===== src/rtl/mpsu_pkg.sv =====
// shared types and constants for the mips prologue stack unwinder
// no dependencies; imported by mpsu_front, mpsu_back and the top level

package mpsu_pkg;

  localparam int unsigned WORD_W   = 32;
  localparam int unsigned REG_W    = 5;
  localparam int unsigned NUM_REGS = 32;

  // instruction patterns
  localparam logic [WORD_W-1:0] ADDIU_SP_MASK  = 32'hFFFF_0000;
  localparam logic [WORD_W-1:0] ADDIU_SP_MATCH = 32'h27BD_0000;
  localparam logic [WORD_W-1:0] SW_SP_MASK     = 32'hFFE0_0000;
  localparam logic [WORD_W-1:0] SW_SP_MATCH    = 32'hAFA0_0000;
  localparam logic [WORD_W-1:0] JR_RA_WORD     = 32'h03E0_0008;
  localparam logic [REG_W-1:0]  REG_RA         = 5'h1F;

  // queue depths
  localparam int unsigned MID_DEPTH_DEF = 2;
  localparam int unsigned OUT_DEPTH_DEF = 2;

  // request kinds
  typedef enum logic [1:0] {
    REQ_START = 2'd0,
    REQ_WORD  = 2'd1,
    REQ_READ  = 2'd2,
    REQ_NONE  = 2'd3
  } req_t;

  // instruction classes
  typedef enum logic [2:0] {
    OP_OTHER,
    OP_ADDIU_ADJ,
    OP_ADDIU_POS,
    OP_SW,
    OP_JR_RA
  } op_t;

  // classified request between front and back
  typedef struct packed {
    req_t              kind;
    op_t               op;
    logic [WORD_W-1:0] value;   // initial sp, or signed offset to add to sp
    logic [REG_W-1:0]  reg_sel;
    logic              last;
  } mid_item_t;

  // result record
  typedef struct packed {
    logic              scan_done;
    logic              unwind_ok;
    logic [WORD_W-1:0] frame_sp;
    logic [WORD_W-1:0] slot_address;
    logic              slot_written;
  } result_t;

endpackage


===== src/rtl/mpsu_fifo.sv =====
// small synchronous queue with full and empty flags decoded from a registered fill count
// no dependencies; used between front and back and on the result side

module mpsu_fifo #(
  parameter int unsigned WIDTH = 8,
  parameter int unsigned DEPTH = 2
) (
  input  logic             clk,
  input  logic             rst,
  input  logic             push,
  output logic             full,
  input  logic [WIDTH-1:0] wr_data,
  input  logic             pop,
  output logic             empty,
  output logic [WIDTH-1:0] rd_data
);

  localparam int unsigned PTR_W = (DEPTH > 1) ? $clog2(DEPTH) : 1;
  localparam int unsigned CNT_W = $clog2(DEPTH + 1);
  localparam logic [PTR_W-1:0] PTR_LAST = PTR_W'(DEPTH - 1);
  localparam logic [CNT_W-1:0] CNT_FULL = CNT_W'(DEPTH);

  logic [WIDTH-1:0] mem [DEPTH];
  logic [PTR_W-1:0] wr_ptr;
  logic [PTR_W-1:0] rd_ptr;
  logic [CNT_W-1:0] count;
  logic             do_push;
  logic             do_pop;

  assign full    = (count == CNT_FULL);
  assign empty   = (count == '0);
  assign do_push = push && !full;
  assign do_pop  = pop && !empty;
  assign rd_data = mem[rd_ptr];

  // storage
  always_ff @(posedge clk) begin
    if (do_push) begin
      mem[wr_ptr] <= wr_data;
    end
  end

  // pointers and fill count
  always_ff @(posedge clk) begin
    if (rst) begin
      wr_ptr <= '0;
      rd_ptr <= '0;
      count  <= '0;
    end else begin
      if (do_push) begin
        wr_ptr <= (wr_ptr == PTR_LAST) ? '0 : wr_ptr + 1'b1;
      end
      if (do_pop) begin
        rd_ptr <= (rd_ptr == PTR_LAST) ? '0 : rd_ptr + 1'b1;
      end
      if (do_push && !do_pop) begin
        count <= count + 1'b1;
      end else if (do_pop && !do_push) begin
        count <= count - 1'b1;
      end
    end
  end

endmodule


===== src/rtl/mpsu_front.sv =====
// front end: takes requests and classifies instruction words
// depends on mpsu_pkg

module mpsu_front import mpsu_pkg::*; (
  input  logic              push,
  output logic              full,
  input  logic [1:0]        req_type,
  input  logic [WORD_W-1:0] initial_sp,
  input  logic [WORD_W-1:0] instr_word,
  input  logic              last_word,
  input  logic [REG_W-1:0]  reg_index,
  input  logic              mid_full,
  output logic              mid_push,
  output mid_item_t         mid_item
);

  logic [WORD_W-1:0] imm_rnd;
  logic              imm_pos;

  assign full     = mid_full;
  assign mid_push = push;

  // sign-extended immediate rounded down to a word multiple
  assign imm_rnd = {{(WORD_W-16){instr_word[15]}}, instr_word[15:2], 2'b00};
  assign imm_pos = (instr_word[15:0] != 16'h0000) && !instr_word[15];

  // classify the request
  always_comb begin
    mid_item.kind    = req_t'(req_type);
    mid_item.op      = OP_OTHER;
    mid_item.value   = '0;
    mid_item.reg_sel = reg_index;
    mid_item.last    = last_word;
    case (req_t'(req_type))
      REQ_START: begin
        mid_item.value = initial_sp;
      end
      REQ_WORD: begin
        mid_item.reg_sel = instr_word[20:16];
        if ((instr_word & ADDIU_SP_MASK) == ADDIU_SP_MATCH) begin
          // frame adjust: the back end adds the negated immediate
          mid_item.op    = imm_pos ? OP_ADDIU_POS : OP_ADDIU_ADJ;
          mid_item.value = '0 - imm_rnd;
        end else if ((instr_word & SW_SP_MASK) == SW_SP_MATCH) begin
          mid_item.op    = OP_SW;
          mid_item.value = imm_rnd;
        end else if (instr_word == JR_RA_WORD) begin
          mid_item.op = OP_JR_RA;
        end
      end
      default: begin
      end
    endcase
  end

endmodule


===== src/rtl/mpsu_back.sv =====
// back end: holds the scan state and saved slots, builds one result per request
// depends on mpsu_pkg

module mpsu_back import mpsu_pkg::*; (
  input  logic      clk,
  input  logic      rst,
  input  logic      in_empty,
  input  mid_item_t in_item,
  output logic      in_pop,
  input  logic      out_full,
  output logic      out_push,
  output result_t   out_item
);

  logic [WORD_W-1:0]   cur_sp;
  logic [WORD_W-1:0]   cur_sp_next;
  logic                sp_seen;
  logic                sp_seen_next;
  logic                ra_seen;
  logic                ra_seen_next;
  logic                halted;
  logic                halted_next;
  logic [NUM_REGS-1:0] slot_valid;
  logic [NUM_REGS-1:0] slot_valid_next;
  logic [WORD_W-1:0]   slot_store [NUM_REGS];
  logic                slot_we;
  logic [WORD_W-1:0]   sp_sum;
  logic                stop;
  logic                fire;
  logic                ok;

  assign fire     = !in_empty && !out_full;
  assign in_pop   = fire;
  assign out_push = fire;
  assign sp_sum   = cur_sp + in_item.value;

  // state update for the request at the head of the queue
  always_comb begin
    cur_sp_next     = cur_sp;
    sp_seen_next    = sp_seen;
    ra_seen_next    = ra_seen;
    halted_next     = halted;
    slot_valid_next = slot_valid;
    slot_we         = 1'b0;
    stop            = 1'b0;
    case (in_item.kind)
      REQ_START: begin
        cur_sp_next     = in_item.value;
        sp_seen_next    = 1'b0;
        ra_seen_next    = 1'b0;
        slot_valid_next = '0;
        halted_next     = 1'b0;
      end
      REQ_WORD: begin
        if (!halted) begin
          case (in_item.op)
            OP_ADDIU_POS: begin
              sp_seen_next = 1'b1;
              stop         = 1'b1;
            end
            OP_ADDIU_ADJ: begin
              sp_seen_next = 1'b1;
              cur_sp_next  = sp_sum;
              stop         = ra_seen;
            end
            OP_SW: begin
              slot_we                          = 1'b1;
              slot_valid_next[in_item.reg_sel] = 1'b1;
              if (in_item.reg_sel == REG_RA) begin
                ra_seen_next = 1'b1;
              end
              stop = sp_seen && ((in_item.reg_sel == REG_RA) || ra_seen);
            end
            OP_JR_RA: begin
              stop = 1'b1;
            end
            default: begin
            end
          endcase
          if (stop || in_item.last) begin
            halted_next = 1'b1;
          end
        end
      end
      default: begin
      end
    endcase
  end

  // result record
  always_comb begin
    ok                    = sp_seen_next && ra_seen_next;
    out_item.scan_done    = halted_next;
    out_item.unwind_ok    = ok;
    out_item.frame_sp     = ok ? cur_sp_next : '0;
    out_item.slot_address = '0;
    out_item.slot_written = 1'b0;
    if ((in_item.kind == REQ_READ) && slot_valid[in_item.reg_sel]) begin
      out_item.slot_address = slot_store[in_item.reg_sel];
      out_item.slot_written = 1'b1;
    end
  end

  // control state
  always_ff @(posedge clk) begin
    if (rst) begin
      cur_sp     <= '0;
      sp_seen    <= 1'b0;
      ra_seen    <= 1'b0;
      halted     <= 1'b1;
      slot_valid <= '0;
    end else if (fire) begin
      cur_sp     <= cur_sp_next;
      sp_seen    <= sp_seen_next;
      ra_seen    <= ra_seen_next;
      halted     <= halted_next;
      slot_valid <= slot_valid_next;
    end
  end

  // saved slot addresses, read only through slot_valid
  always_ff @(posedge clk) begin
    if (fire && slot_we) begin
      slot_store[in_item.reg_sel] <= sp_sum;
    end
  end

endmodule


===== src/rtl/mips_prologue_stack_unwinder_core.sv =====
// top level of the mips prologue stack unwinder
// depends on mpsu_pkg, mpsu_front, mpsu_back, mpsu_fifo
//
//   channel  | direction | handshake    | payload
//   ---------+-----------+--------------+-------------------------------------------
//   request  | in        | push / full  | req_type initial_sp instr_word last_word
//            |           |              | reg_index
//   result   | out       | pop / empty  | scan_done unwind_ok frame_sp slot_address
//            |           |              | slot_written
//
// one request per cycle sustained while the result side drains; a request is held in the
// front queue, then the back end adds and pushes its result into the result queue.
// reset clears both queues and the scan state; no scan is active after reset.
// a stalled result side fills the result queue, then the front queue, then raises full.

module mips_prologue_stack_unwinder_core import mpsu_pkg::*; #(
  parameter int unsigned MID_DEPTH = MID_DEPTH_DEF,
  parameter int unsigned OUT_DEPTH = OUT_DEPTH_DEF
) (
  input  logic              clk,
  input  logic              rst,
  input  logic              push,
  output logic              full,
  input  logic [1:0]        req_type,
  input  logic [WORD_W-1:0] initial_sp,
  input  logic [WORD_W-1:0] instr_word,
  input  logic              last_word,
  input  logic [REG_W-1:0]  reg_index,
  input  logic              pop,
  output logic              empty,
  output logic              scan_done,
  output logic              unwind_ok,
  output logic [WORD_W-1:0] frame_sp,
  output logic [WORD_W-1:0] slot_address,
  output logic              slot_written
);

  localparam int unsigned MID_W = $bits(mid_item_t);
  localparam int unsigned OUT_W = $bits(result_t);

  logic      mid_push;
  logic      mid_full;
  mid_item_t mid_wr;
  logic      mid_pop;
  logic      mid_empty;
  mid_item_t mid_rd;
  logic      res_push;
  logic      res_full;
  result_t   res_wr;
  result_t   res_rd;

  // request classification
  mpsu_front u_front (
    .push       (push),
    .full       (full),
    .req_type   (req_type),
    .initial_sp (initial_sp),
    .instr_word (instr_word),
    .last_word  (last_word),
    .reg_index  (reg_index),
    .mid_full   (mid_full),
    .mid_push   (mid_push),
    .mid_item   (mid_wr)
  );

  // queue between front and back
  mpsu_fifo #(
    .WIDTH (MID_W),
    .DEPTH (MID_DEPTH)
  ) u_mid_fifo (
    .clk     (clk),
    .rst     (rst),
    .push    (mid_push),
    .full    (mid_full),
    .wr_data (mid_wr),
    .pop     (mid_pop),
    .empty   (mid_empty),
    .rd_data (mid_rd)
  );

  // scan state and slot lookup
  mpsu_back u_back (
    .clk      (clk),
    .rst      (rst),
    .in_empty (mid_empty),
    .in_item  (mid_rd),
    .in_pop   (mid_pop),
    .out_full (res_full),
    .out_push (res_push),
    .out_item (res_wr)
  );

  // result queue
  mpsu_fifo #(
    .WIDTH (OUT_W),
    .DEPTH (OUT_DEPTH)
  ) u_res_fifo (
    .clk     (clk),
    .rst     (rst),
    .push    (res_push),
    .full    (res_full),
    .wr_data (res_wr),
    .pop     (pop),
    .empty   (empty),
    .rd_data (res_rd)
  );

  assign scan_done    = res_rd.scan_done;
  assign unwind_ok    = res_rd.unwind_ok;
  assign frame_sp     = res_rd.frame_sp;
  assign slot_address = res_rd.slot_address;
  assign slot_written = res_rd.slot_written;

endmodule

===== config.mk =====
export PLATFORM = sky130hd
export DESIGN_NAME = mips_prologue_stack_unwinder_core
export DESIGN_NICKNAME = d
export VERILOG_FILES = /design/src/rtl/mpsu_pkg.sv /design/src/rtl/mpsu_fifo.sv /design/src/rtl/mpsu_front.sv /design/src/rtl/mpsu_back.sv /design/src/rtl/mips_prologue_stack_unwinder_core.sv
export SDC_FILE = /design/constraint.sdc
export NUM_CORES = 2
export LEC_CHECK = 0
export ABC_AREA = 1
export BUFFER_PORTS_ARGS = -buffer_cell sky130_fd_sc_hd__buf_2
export CORE_ASPECT_RATIO = 1.75
export CORE_UTILIZATION = 59
export DETAILED_ROUTE_END_ITERATION = 12
export GPL_ROUTABILITY_DRIVEN = 0
export PLACE_DENSITY = 0.85
export REMOVE_ABC_BUFFERS = 1
export SYNTH_ARGS = -nofsm -noshare
export SYNTH_HDL_FRONTEND = slang
export SYNTH_SLANG_ARGS = --single-unit

===== constraint.sdc =====
create_clock -name clk -period 4.8 [get_ports clk]
set_input_delay 0.96 -clock clk [delete_from_list [all_inputs] [get_ports clk]]
set_output_delay 0.96 -clock clk [all_outputs]
set_load 0.01 [all_outputs]

Word level (Yosys, flattened, before mapping)

Memory sizes are Yosys's and may differ from the RTL's. A register that Yosys moved wholly into a read port is not among the register bits.
Cells that the tools add are included.

Output and inout bits: 69
Logic and storage cells: 133
Flip-flop bits (word level): 75
Memory bits (writable): 1244
Memories: 3

Memory list:

| memory            | depth | bits a word | read ports | clocked after Yosys merged registers in | wr ports | line            | source |
|---|---|---|---|---|---|---|---|
| u_back.slot_store | 32    | 32          | 1          | 0                                       | 1        | mpsu_back.sv:25 | `logic [WORD_W-1:0] slot_store [NUM_REGS];` |
| u_res_fifo.mem    | 2     | 67          | 1          | 1                                       | 1        | mpsu_fifo.sv:23 | `logic [WIDTH-1:0] mem [DEPTH];` |
| u_mid_fifo.mem    | 2     | 43          | 1          | 1                                       | 1        | mpsu_fifo.sv:23 |  |

$add $sub $neg: 10
$lt $le $gt $ge: 2
Reduce and logical (&&, ||, !) cells: 37
Equality and inequality tests: 15
Bitwise logic cells: 1
Muxes and demuxes: 54

Operators with widths:

| kind                  | number |
|---|---|
| $mux 32               | 6 |
| $pmux 32 s2           | 3 |
| $mux 35               | 1 |
| $mux 33               | 1 |
| $add 32x32->32        | 1 |
| $eq 32x26->1 const B  | 1 |
| $or 32x32->32         | 1 |
| $mux 1                | 28 |
| $sub 1x16->17 const A | 1 |
| $eq 16x14->1 const B  | 1 |
| $reduce_bool 16->1    | 1 |
| $logic_and 1x1->1     | 15 |
| $eq 11x11->1 const B  | 1 |
| $mux 2                | 5 |
| $logic_not 1->1       | 9 |
| $mux 3                | 3 |
| $logic_not 2->1       | 4 |
| $eq 2x2->1 const B    | 3 |
| $eq 3x2->1 const B    | 2 |
| $lt 5x6->1 const B    | 1 |
| $pmux 1 s2            | 3 |
| $reduce_bool 2->1     | 3 |
| $bmux 1 s5            | 1 |
| $demux 1 s5           | 1 |
| other kinds (14)      | 23 |

Longest topological paths before layout

Depth in word-level cells: 10
Depth in mapped cells: 21
Mapped depth without buffers: 20

Modules after synthesis

From an unflattened synthesis, not the netlist that was laid out.

Cell total of the unflattened synthesis: 3973
Area total of the unflattened synthesis: 53361.2 um^2

Modules (own cells, without submodules):

| module                  | instances | cells an instance | seq. area each (um^2) | area each (um^2) |
|---|---|---|---|---|
| mpsu_back               | 1         | 3271              | 32090.8               | 43272.8 |
| mpsu_fifo at u_res_fifo | 1         | 245               | 4124.0                | 5190.0 |
| mpsu_fifo at u_mid_fifo | 1         | 171               | 2682.6                | 3558.4 |
| mpsu_front              | 1         | 286               | 0.0                   | 1340.0 |

Worst setup path after synthesis

No wires, ideal clock.

Path type: reg-to-reg
From: register (tool-made name)
To: memory u_back.slot_store[28][0], enable pin
Arrival time: 3745 ps
Buffers on the path: 3
Period minus slack after synthesis: 4206 ps
Required time: 4339 ps
Cell stages (with the launch flop): 9
Setup slack: 594 ps
Cell sequence: dfxtp_1 -> buf_6 -> nand2_1 -> o21ai_2 -> nor3_1 -> buf_2 -> clkbuf_1 -> inv_1 -> nor3_1

RTL lines:

| item          | line |
|---|---|
| end, declared | mpsu_back.sv:25 |

==> out/metrics.cfg <==
[status]
outcome = finished, final reports clean

[yosys]
synthCells = 4897
ys.flop_type = edfxtp_1
synth_edf_count = 1244
synth_seq_cells = 1321
yosysUniqueCellTypes = 55
synth.avg_cell_area_um2 = 11.2
ys_warn_count = 0
syn_area_um2 = 55100
async_flop_share_pct = 0
ys_seq_area_share_pct = 70.6

[sta]
final-hold-violation-count = 0
finalCritPeriodShare_pct = 84.4
slew_headroom_pct = 17.4
hold_slack_ps = 452
post-route-min-period_ps = 4050
rsz0062_at_grt = no
fmax_mhz = 247
slew_viol_final = 0
finalWorstSetupSlack_ps = 750
worst_pin_slew_ps = 1240
finalClockSkew_ps = 39.9
setup_viol = 0

[global_route]
grt_pass1_vias = 38500
grt-ovfl-total = 0
grt_start_max_net_pins = 144
antenna_found_initial = 0
grt_pass1_wl_um = 223000
track_usage_pct = 32.2

[worst_setup_path]
end_kind = register
worst-endpoint-arrival_ps = 4550
critPathLaunchType = register
worstSetupPathType = register to register
worst-r2r-cell-count = 14
worstPathMaxFanout = 99
reg2reg_slack_ps = 750
rr_endpoint = u_res_fifo.mem[1][22]
crit_required_ps = 5300

[routing]
antenna_left = 0
vias = 39100
dr.pass1.iters = 8
drc = 0
avgViaCountPerCell = 6.16
wirelength_um = 152000
wire_per_inst_um = 24.0
drtIter0Drc = 5392

[layout]
nets = 5181
fillers = 5952
final_cell_count_no_fill = 6347
drive_above_1_share_pct = 11.8
area_growth_pct = 10.9
antenna-diode-count = 0

[cts]
cts_num_sinks = 1321
ctsHoldBuffers = 0
cts_tree = yes
cts_setup_buffers = 0
ctsResizeCount = 0
root_buffer = clkbuf_16
htree_levels = 3
cts_buffers = 102
clockBufferDepth = 3
clock_latency_ps = 720
path_clk_slew_ps = 70

[worst_hold_path]
holdPathStages = 1
hold_end = u_mid_fifo.rd_ptr
hold_path_class = register to register
hp-start = u_mid_fifo.rd_ptr

[power_and_ir_drop]
p_total_w = 0.0418
ir_worst_vdd_mv = 0.587
p_leak_nw = 23.0
p_per_area_nw_per_um2 = 684

[flow_run]
drv_cap = 0

[floorplan]
initial_core_util_pct = 59.8
die_h_um = 406
dieArea_um2 = 94600
top_level_ports = 145
fp.dieW_um = 233
rows = 147
core_um2 = 92100

[placement]
dpl.cell_count = 6157
dp_hpwl_um = 89100
preCtsSetupSlack_ps = 933
port_buffers = 144

[per-stage QoR]
stage,TNS [ps],util (%),instance area [µm²]
global route,0,66.3,61100
finish,0,66.3,61100
floorplan,-1596090,-,54000
detailed placement,0,62.6,57600
global placement,0,62.6,57600
CTS,0,66.3,61100
[cell families (layout without fill, tap and decap cells)]
kind of cell    after synthesis  count (layout)  share of synthesized area [%]
compound gates              490             490                           5.12
xor+xnor                     19              19                          0.302
mux                          68              68                           1.39
simple gates               2431            2431                           17.5
flops                      1321            1321                           70.6
fa+ha+maj                    36              36                          0.831
buf+inv                     532             790                           4.20
[cell usage in the layout (no fill, tap or decap), types with 75 or more instances in the layout]
cell type and count:
buf_4 123, buf_2 144, inv_1 301, clkbuf_16 102
nand3_1 114, o21ai_0 102, nand2_1 934, dfxtp_1 75
nor2_1 1236, o22ai_1 157, edfxtp_1 1244, a21oi_1 128
[power breakdown]
part           internal, W  leakage, nW  switching (W)
Combinational      0.00370         9.40         0.0118
Sequential          0.0172         12.0       0.000308
Clock              0.00482         1.67        0.00399
[final cells by class]
| class | instances | area [µm²] | area share, % |
|---|---|---|---|
| Timing Repair Buffer | 275 | 1800 | 2.95 |
| Sequential cell | 1321 | 38900 | 63.7 |
| Clock inverter | 70 | 812 | 1.33 |
| Inverter | 325 | 1260 | 2.06 |
| Multi-Input combinational cell | 3044 | 14200 | 23.2 |
| Clock buffer | 120 | 2630 | 4.31 |
| Tap cell | 1192 | 1490 | 2.44 |
[flip-flops by register name, summed over array words and instances (netlist names), named ones only]
| signal | cells |
|---|---|
| u_back.ra_seen | 1 |
| u_back.slot_valid | 32 |
| u_back.sp_seen | 1 |
| u_mid_fifo.wr_ptr | 1 |
| u_mid_fifo.mem | 86 |
| u_res_fifo.wr_ptr | 1 |
| u_mid_fifo.count | 2 |
| u_mid_fifo.rd_ptr | 1 |
| u_res_fifo.rd_ptr | 1 |
| u_back.cur_sp | 32 |
| u_res_fifo.count | 2 |
| u_back.halted | 1 |
| u_back.slot_store | 1024 |
| u_res_fifo.mem | 134 |
[synthesized netlist by cell type, types with 6 or more instances]
master	number	area (µm²)
mux2_2	67	754
buf_1	7	26.3
o21ai_1	44	220
nand3b_1	9	67.6
ha_1	35	438
nand4_1	36	225
a21oi_1	128	641
buf_2	126	631
dfxtp_1	77	1540
nor2_1	1243	4670
edfxtp_1	1244	37400
inv_1	301	1130
buf_6	7	78.8
o22ai_1	158	988
nand2_1	934	3510
nor3_1	48	240
nor4_1	6	37.5
o21ai_0	102	510
inv_2	15	56.3
nand3_1	115	576
xor2_1	16	140
clkinv_1	6	22.5
buf_4	26	195
and2_1	15	93.8
nand2_2	6	37.5
o211ai_1	22	165
a22oi_1	13	97.6
clkbuf_1	41	154
[worst max path at each step]
stage / from / end / slack [ps]
after floorplan: register / u_back.slot_store[12][0] / -1720
after global placement: register / u_back.slot_store[26][26] / 1050
after detailed placement: register / u_back.slot_store[25][26] / 930
after CTS: register / u_back.slot_store[27][26] / 870
after global routing: register / u_back.slot_store[27][26] / 480
final: register / u_res_fifo.mem[1][22] / 750
[metal layers]
layer | routed length, µm | share of wire (%) | GRT usage (%) | vias to the layer above
met5 | 0 | 0 | 0 | -
met3 | 18000 | 12 | 6.94 | 783
li1 | - | - | - | 17000
met4 | 12400 | 8.2 | 23.4 | 0
met2 | 75000 | 49 | 54.6 | 3046
met1 | 47000 | 31 | 35.6 | 18300
[critical path, stage by stage (launching register included)]
cell     delay (ps)
dfxtp_2         500
buf_4           410
nand2_1         170
nand2_4         160
nor2_4          120
inv_8           520
buf_12          400
nor2_1          170
nor2_1          190
nand2_1         100
nand2_1         110
nand2_1          70
nor2_1          150
nand4_1         270
nor2_1          330
(Power assumes the default switching activity.)
